`src/sv/vmlt_pkg.sv`:
```
package vmlt_pkg;

    localparam int TABLE_ENTRIES   = 64;
    localparam int PORTS_PER_ENTRY = 4;
    localparam int PORT_COUNT      = 64;

    localparam int MODE_W  = 3;
    localparam int VLAN_W  = 12;
    localparam int MAC_W   = 48;
    localparam int PORT_W  = 6;
    localparam int IP_W    = 32;
    localparam int AGE_W   = 20;
    localparam int STAT_W  = 3;
    localparam int CNT_W   = 7;
    localparam int MASK_W  = 64;

    localparam logic [AGE_W-1:0] AGING_RESET = AGE_W'(300000);

    localparam logic [MODE_W-1:0] MODE_LEARN    = 3'd0;
    localparam logic [MODE_W-1:0] MODE_DEL_PORT = 3'd1;
    localparam logic [MODE_W-1:0] MODE_DEL_ENT  = 3'd2;
    localparam logic [MODE_W-1:0] MODE_LOOKUP   = 3'd3;
    localparam logic [MODE_W-1:0] MODE_CLEAR    = 3'd4;
    localparam logic [MODE_W-1:0] MODE_TICK     = 3'd5;

    localparam logic [STAT_W-1:0] ST_OK        = 3'd0;
    localparam logic [STAT_W-1:0] ST_NOT_FOUND = 3'd1;
    localparam logic [STAT_W-1:0] ST_PORT_ABS  = 3'd2;
    localparam logic [STAT_W-1:0] ST_FULL      = 3'd3;
    localparam logic [STAT_W-1:0] ST_NO_SLOT   = 3'd4;

    localparam logic CFG_MASK  = 1'b0;
    localparam logic CFG_AGING = 1'b1;

    typedef struct packed {
        logic [MODE_W-1:0] mode;
        logic [VLAN_W-1:0] vlan;
        logic [MAC_W-1:0]  mac;
        logic [PORT_W-1:0] port;
        logic [IP_W-1:0]   ip;
        logic              make_static;
        logic              insert;
        logic [AGE_W-1:0]  aging;
    } t_cmd;

    typedef struct packed {
        logic              go;
        logic              found;
        logic              placed;
        logic [STAT_W-1:0] status;
        logic [CNT_W-1:0]  cnt;
    } t_link;

    typedef struct packed {
        logic                                  is_static;
        logic [AGE_W-1:0]                      age;
        logic [PORTS_PER_ENTRY-1:0]            slot_valid;
        logic [PORTS_PER_ENTRY-1:0][PORT_W-1:0] slot_port;
        logic [PORTS_PER_ENTRY-1:0][IP_W-1:0]   slot_ip;
    } t_view;

endpackage

```
`src/sv/vmlt_cell.sv`:
```
module vmlt_cell (
    input  logic            i_clk,
    input  logic            i_rst_n,
    input  vmlt_pkg::t_cmd  i_cmd,
    input  vmlt_pkg::t_link i_link,
    output vmlt_pkg::t_link o_link,
    output vmlt_pkg::t_view o_view
);

    localparam int PPE = vmlt_pkg::PORTS_PER_ENTRY;

    logic                                          r_valid, n_valid;
    logic [vmlt_pkg::VLAN_W-1:0]                   r_vlan, n_vlan;
    logic [vmlt_pkg::MAC_W-1:0]                    r_mac, n_mac;
    logic                                          r_static, n_static;
    logic [vmlt_pkg::AGE_W-1:0]                    r_age, n_age;
    logic [PPE-1:0]                                r_sv, n_sv;
    logic [PPE-1:0][vmlt_pkg::PORT_W-1:0]          r_sp, n_sp;
    logic [PPE-1:0][vmlt_pkg::IP_W-1:0]            r_sip, n_sip;
    vmlt_pkg::t_link                               r_link, n_link;

    logic           match;
    logic           port_held;
    logic [PPE-1:0] free_oh;
    logic [PPE-1:0] del_oh;
    logic           seen_free, seen_del;

    assign match = r_valid && (r_vlan == i_cmd.vlan) && (r_mac == i_cmd.mac);

    always_comb begin
        port_held = 1'b0;
        seen_free = 1'b0;
        seen_del  = 1'b0;
        free_oh   = '0;
        del_oh    = '0;
        for (int s = 0; s < PPE; s++) begin
            if (r_sv[s] && r_sp[s] == i_cmd.port) begin
                port_held = 1'b1;
            end
            if (!r_sv[s] && !seen_free) begin
                free_oh[s] = 1'b1;
                seen_free  = 1'b1;
            end
            if (r_sv[s] && r_sp[s] == i_cmd.port && r_sip[s] == i_cmd.ip && !seen_del) begin
                del_oh[s] = 1'b1;
                seen_del  = 1'b1;
            end
        end
    end

    always_comb begin
        n_valid  = r_valid;
        n_vlan   = r_vlan;
        n_mac    = r_mac;
        n_static = r_static;
        n_age    = r_age;
        n_sv     = r_sv;
        n_sp     = r_sp;
        n_sip    = r_sip;
        n_link   = i_link;
        if (i_link.go) begin
            unique case (i_cmd.mode)
                vmlt_pkg::MODE_LEARN: begin
                    if (i_cmd.insert) begin
                        if (!r_valid && !i_link.placed) begin
                            n_valid     = 1'b1;
                            n_vlan      = i_cmd.vlan;
                            n_mac       = i_cmd.mac;
                            n_static    = i_cmd.make_static;
                            n_age       = i_cmd.make_static ? '0 : i_cmd.aging;
                            n_sv        = PPE'(1);
                            n_sp        = '0;
                            n_sip       = '0;
                            n_sp[0]     = i_cmd.port;
                            n_sip[0]    = i_cmd.ip;
                            n_link.placed = 1'b1;
                        end
                    end else if (match) begin
                        n_link.found = 1'b1;
                        if (port_held) begin
                            n_link.status = vmlt_pkg::ST_OK;
                        end else if (seen_free) begin
                            n_link.status = vmlt_pkg::ST_OK;
                            for (int s = 0; s < PPE; s++) begin
                                if (free_oh[s]) begin
                                    n_sv[s]  = 1'b1;
                                    n_sp[s]  = i_cmd.port;
                                    n_sip[s] = i_cmd.ip;
                                end
                            end
                        end else begin
                            n_link.status = vmlt_pkg::ST_NO_SLOT;
                        end
                    end
                end
                vmlt_pkg::MODE_DEL_PORT: begin
                    if (match) begin
                        n_link.found = 1'b1;
                        n_sv         = r_sv & ~del_oh;
                        if ((r_sv & ~del_oh) == '0) begin
                            n_valid = 1'b0;
                        end
                    end
                end
                vmlt_pkg::MODE_DEL_ENT: begin
                    if (match) begin
                        n_link.found = 1'b1;
                        n_valid      = 1'b0;
                    end
                end
                vmlt_pkg::MODE_LOOKUP: begin
                    if (match) begin
                        n_link.found = 1'b1;
                    end
                end
                vmlt_pkg::MODE_CLEAR: begin
                    if (r_valid && !r_static) begin
                        n_valid    = 1'b0;
                        n_link.cnt = i_link.cnt + vmlt_pkg::CNT_W'(1);
                    end
                end
                vmlt_pkg::MODE_TICK: begin
                    if (r_valid && !r_static) begin
                        if (r_age <= vmlt_pkg::AGE_W'(1)) begin
                            n_valid    = 1'b0;
                            n_link.cnt = i_link.cnt + vmlt_pkg::CNT_W'(1);
                        end else begin
                            n_age = r_age - vmlt_pkg::AGE_W'(1);
                        end
                    end
                end
                default: begin
                end
            endcase
        end
    end

    always_comb begin
        o_view = '0;
        if (i_link.go && match && i_cmd.mode == vmlt_pkg::MODE_LOOKUP) begin
            o_view.is_static  = r_static;
            o_view.age        = r_static ? '0 : r_age;
            o_view.slot_valid = r_sv;
            o_view.slot_port  = r_sp;
            o_view.slot_ip    = r_sip;
        end
    end

    always_ff @(posedge i_clk) begin
        if (!i_rst_n) begin
            r_valid <= 1'b0;
            r_link  <= '0;
        end else begin
            r_valid <= n_valid;
            r_link  <= n_link;
        end
        r_vlan   <= n_vlan;
        r_mac    <= n_mac;
        r_static <= n_static;
        r_age    <= n_age;
        r_sv     <= n_sv;
        r_sp     <= n_sp;
        r_sip    <= n_sip;
    end

    assign o_link = r_link;

endmodule

```
`config.mk`:
```
export PLATFORM = sky130hd
export DESIGN_NAME = vmlt_cell
export DESIGN_NICKNAME = d
export VERILOG_FILES = /design/src/sv/vmlt_pkg.sv /design/src/sv/vmlt_cell.sv
export SDC_FILE = /design/constraint.sdc
export NUM_CORES = 1
export LEC_CHECK = 0
export BUFFER_PORTS_ARGS = -buffer_cell sky130_fd_sc_hd__buf_4
export CORE_MARGIN = 2
export CORE_UTILIZATION = 43
export DETAILED_ROUTE_END_ITERATION = 12
export GPL_TIMING_DRIVEN = 0
export PLACE_DENSITY = 0.78
export SYNTH_ARGS = -nofsm -noshare
export SYNTH_HDL_FRONTEND = slang
export SYNTH_SLANG_ARGS = --single-unit
export TNS_END_PERCENT = 1
```
`constraint.sdc`:
```
create_clock -name i_clk -period 6 [get_ports i_clk]
set_input_delay 1.8 -clock i_clk [delete_from_list [all_inputs] [get_ports i_clk]]
set_output_delay 1.8 -clock i_clk [all_outputs]
set_load 0.05 [all_outputs]
```
==> flow_summary.json <==
{
  "clk_latency_ns": 0.56,
  "drive_above_1_share": 0.2845,
  "vias_per_cell": 5.309,
  "syn_nets": 1194,
  "switching_share": 0.2258,
  "max_freq_ghz": 0.1672,
  "synth_top_cell_by_area": "edfxtp_1",
  "finalClockSkew_ns": 0.01959,
  "core-area_um2": 29480,
  "finalCriticalPeriod_ns": 5.979,
  "grt_pass1_vias": 9789,
  "hold_buffers": 0,
  "worst_pin_slew_ns": 0.9940,
  "grt_pass1_wl_um": 58110,
  "switchingPower_w": 0.0008946,
  "cts_max_path_buffers": 3,
  "fin_nets": 1553,
  "finalPower_w": 0.003962,
  "period_share": 0.9966,
  "tritoncts": "yes",
  "cap_violations": 0,
  "synth_area_per_cell_um2": 12.17,
  "grt_antenna_before_repair": 1,
  "cts_htree_levels": 1,
  "die_w_um": 176.6,
  "slew_headroom": 0.3359,
  "grt_max_degree": 34,
  "critPathKind": "input pin to output pin",
  "rsz0062_at_grt": "true",
  "synth_seq_cells": 251,
  "synth_edf_count": 237,
  "ir_drop_mv": 0.2195,
  "wl_um": 39330,
  "synthTopCellsByArea": "edfxtp_1 56%, xnor2_1 14%, and2_1 8.8%",
  "cp-start-kind": "input pin",
  "root_buffer": "clkbuf_16",
  "power.density_nw_per_um2": 233.7,
  "clkSlewWorstSetupHoldPaths_ns": 0.06,
  "status": "complete, no violations",
  "synth_cells": 1053,
  "arrival_ns": 4.18,
  "finish.utilization": 0.5749,
  "numCtsBuffers": 28,
  "setup_viol": 0,
  "grt_use_total": 0.2480,
  "synth_area_um2": 12810,
  "ys_async_sr_fraction": 0,
  "cp_data_required_time_ns": 4.20,
  "finalSetupTns_ns": 0,
  "synth_cell_type_count": 54,
  "finalHoldViolCount": 0,
  "initial_core_util": 0.4345,
  "ant_nets": 0,
  "routedWlPerCell_um": 21.56,
  "critPathMaxFanout": 10,
  "drc_errors": 0,
  "gp_congestion": 0.9314,
  "die_h_um": 176.6,
  "area_delta_synth_final_pct": 32.31,
  "row_count": 63,
  "finalMaxSlewViolations": 0,
  "drtIter0Drc": 752,
  "synthFlopType": "edfxtp_1",
  "hpwl_um": 30560,
  "pwr-share-seq": 0.489,
  "boundaryPins": 328,
  "drt_pre_antenna_iters": 5,
  "vias": 9683,
  "leakage_nw": 6.216,
  "p_int_w": 0.003067,
  "yosysSeqAreaShare": 0.5775,
  "pwr-share-comb": 0.082,
  "antenna_cells": 0,
  "hp-class": "flop to flop",
  "ys_warn_count": 0,
  "synth_top_area_frac": 0.5556,
  "die_area_um2": 31190,
  "clock_sinks": 251,
  "overflow": 0,
  "clkPwrFrac": 0.428,
  "port_buffers": 324,
  "end_kind": "output pin"
}
-- metal layers --
layer | wire length, um | vias to the layer above | GRT usage
li1 | - | 4446 | -
met2 | 19770 | 500 | 0.4393
met4 | 1430 | 0 | 0.09022
met1 | 14930 | 4668 | 0.2987
met3 | 3204 | 69 | 0.04931
met5 | 0 | - | 0
-- area by class of cell --
type	instances	area (um2)
repair buffers	330	2668
inverters	7	26.28
clock buffers	39	742.0
plain buffers	71	400.4
multi-input cells	723	5077
fillers	2411	12530
clock inverters	13	150.1
flip-flops and latches	251	7397
well taps	390	488.0
-- synth_stat cells, types with 3 or more instances --
library cell / instances
buf_6: 11
clkbuf_1: 49
o21ai_0: 28
and3_1: 4
edfxtp_1: 237
and2_1: 181
nand4_1: 68
nand3_1: 28
nor3_1: 9
nand2_1: 22
xor2_1: 20
nor3b_1: 3
ha_1: 3
dfxtp_1: 14
inv_1: 7
nor2_1: 24
a21oi_1: 8
o31ai_1: 4
nor2b_1: 44
nand3b_1: 4
nand2b_1: 3
buf_4: 6
buf_1: 3
nor4_1: 23
xnor2_1: 209
-- state kept, by name, summed over array words and instances, names as in the netlist, 4 cells and up --
signal,flops
r_sp,24
o_link,13
r_sip,128
r_mac,48
r_sv,4
r_age,20
r_vlan,12
-- path summary, 6_finish.rpt --
kind              slack (ns)      start         end  cells past startpoint
setup / recovery        0.02  i_cmd[69]  o_view[25]                     10
hold / removal          0.62    r_valid     r_valid                      2
setup reg to reg        2.66  r_mac[18]   r_sip[54]                      8
hold reg to reg         0.62    r_valid     r_valid                      2
-- placed cells by master (no fill, tap or decap), types with 3 or more instances in the layout --
cell type,n
nand2b_1,3
clkbuf_1,58
nand4_1,68
nor4_1,22
o31ai_1,4
nor3_1,9
bufinv_16,3
xnor2_1,207
nand3b_1,4
nor2_4,5
nand2_1,22
xor2_1,20
buf_6,40
clkbuf_16,28
ha_1,3
inv_1,7
o21ai_0,28
and2_1,176
edfxtp_1,237
a21oi_1,8
dfxtp_1,14
nor3b_1,3
nor2b_1,44
nand3_1,28
buf_1,3
and3_1,4
buf_4,300
nor2_1,19
clkinv_1,5
and2_4,4
buf_16,3
buf_12,3
-- stage by stage --
| stage | instances | cell area, um2 | hold WS (ns) | worst slack, ns |
|---|---|---|---|---|
| after floorplan | 1053 | 12810 | 0.4979 | 0.2598 |
| after global placement | 1767 | 15730 | 0.6055 | -0.9723 |
| after detailed placement | 1772 | 15890 | 0.6263 | -0.2320 |
| after CTS | 1824 | 16830 | 0.6333 | 0.0002758 |
| after global routing | 1824 | 16950 | 0.6642 | -0.07708 |
| final | 1824 | 16950 | 0.6245 | 0.02062 |
-- logic make-up after synthesis --
logic type,synth area share
xor+xnor,0.1566
flops,0.5775
simple gates,0.1970
buf+inv,0.03165
compound gates,0.03194
fa+ha+maj,0.002931
mux,0.002442
-- power groups by stage --
stage / combinational [W] / clock, W / sequential [W]
floorplan: 0.000153 / 0 / 0.00199
global placement: 0.000313 / 0 / 0.00198
detailed placement: 0.000323 / 0 / 0.00198
CTS: 0.000325 / 0.00172 / 0.00194
global route: 0.000350 / 0.00179 / 0.00194
finish: 0.000326 / 0.00170 / 0.00194
-- worst max-delay path, cell delays in order --
cell and delay [ns]:
buf_4 0.13, xnor2_2 0.21, nand2_1 0.09, or4_1 0.53
nor3_1 0.14, and4_1 0.25, and4_4 0.31, buf_2 0.27
and2_1 0.23, buf_4 0.22
-- repair_timing --
action / 4_1_cts / 5_1_grt
buffers inserted: 0 / 1
setup endpoints to repair: 82 / 163
resized for setup: 13 / 32
Note: power is estimated with default switching activity, not from simulation.
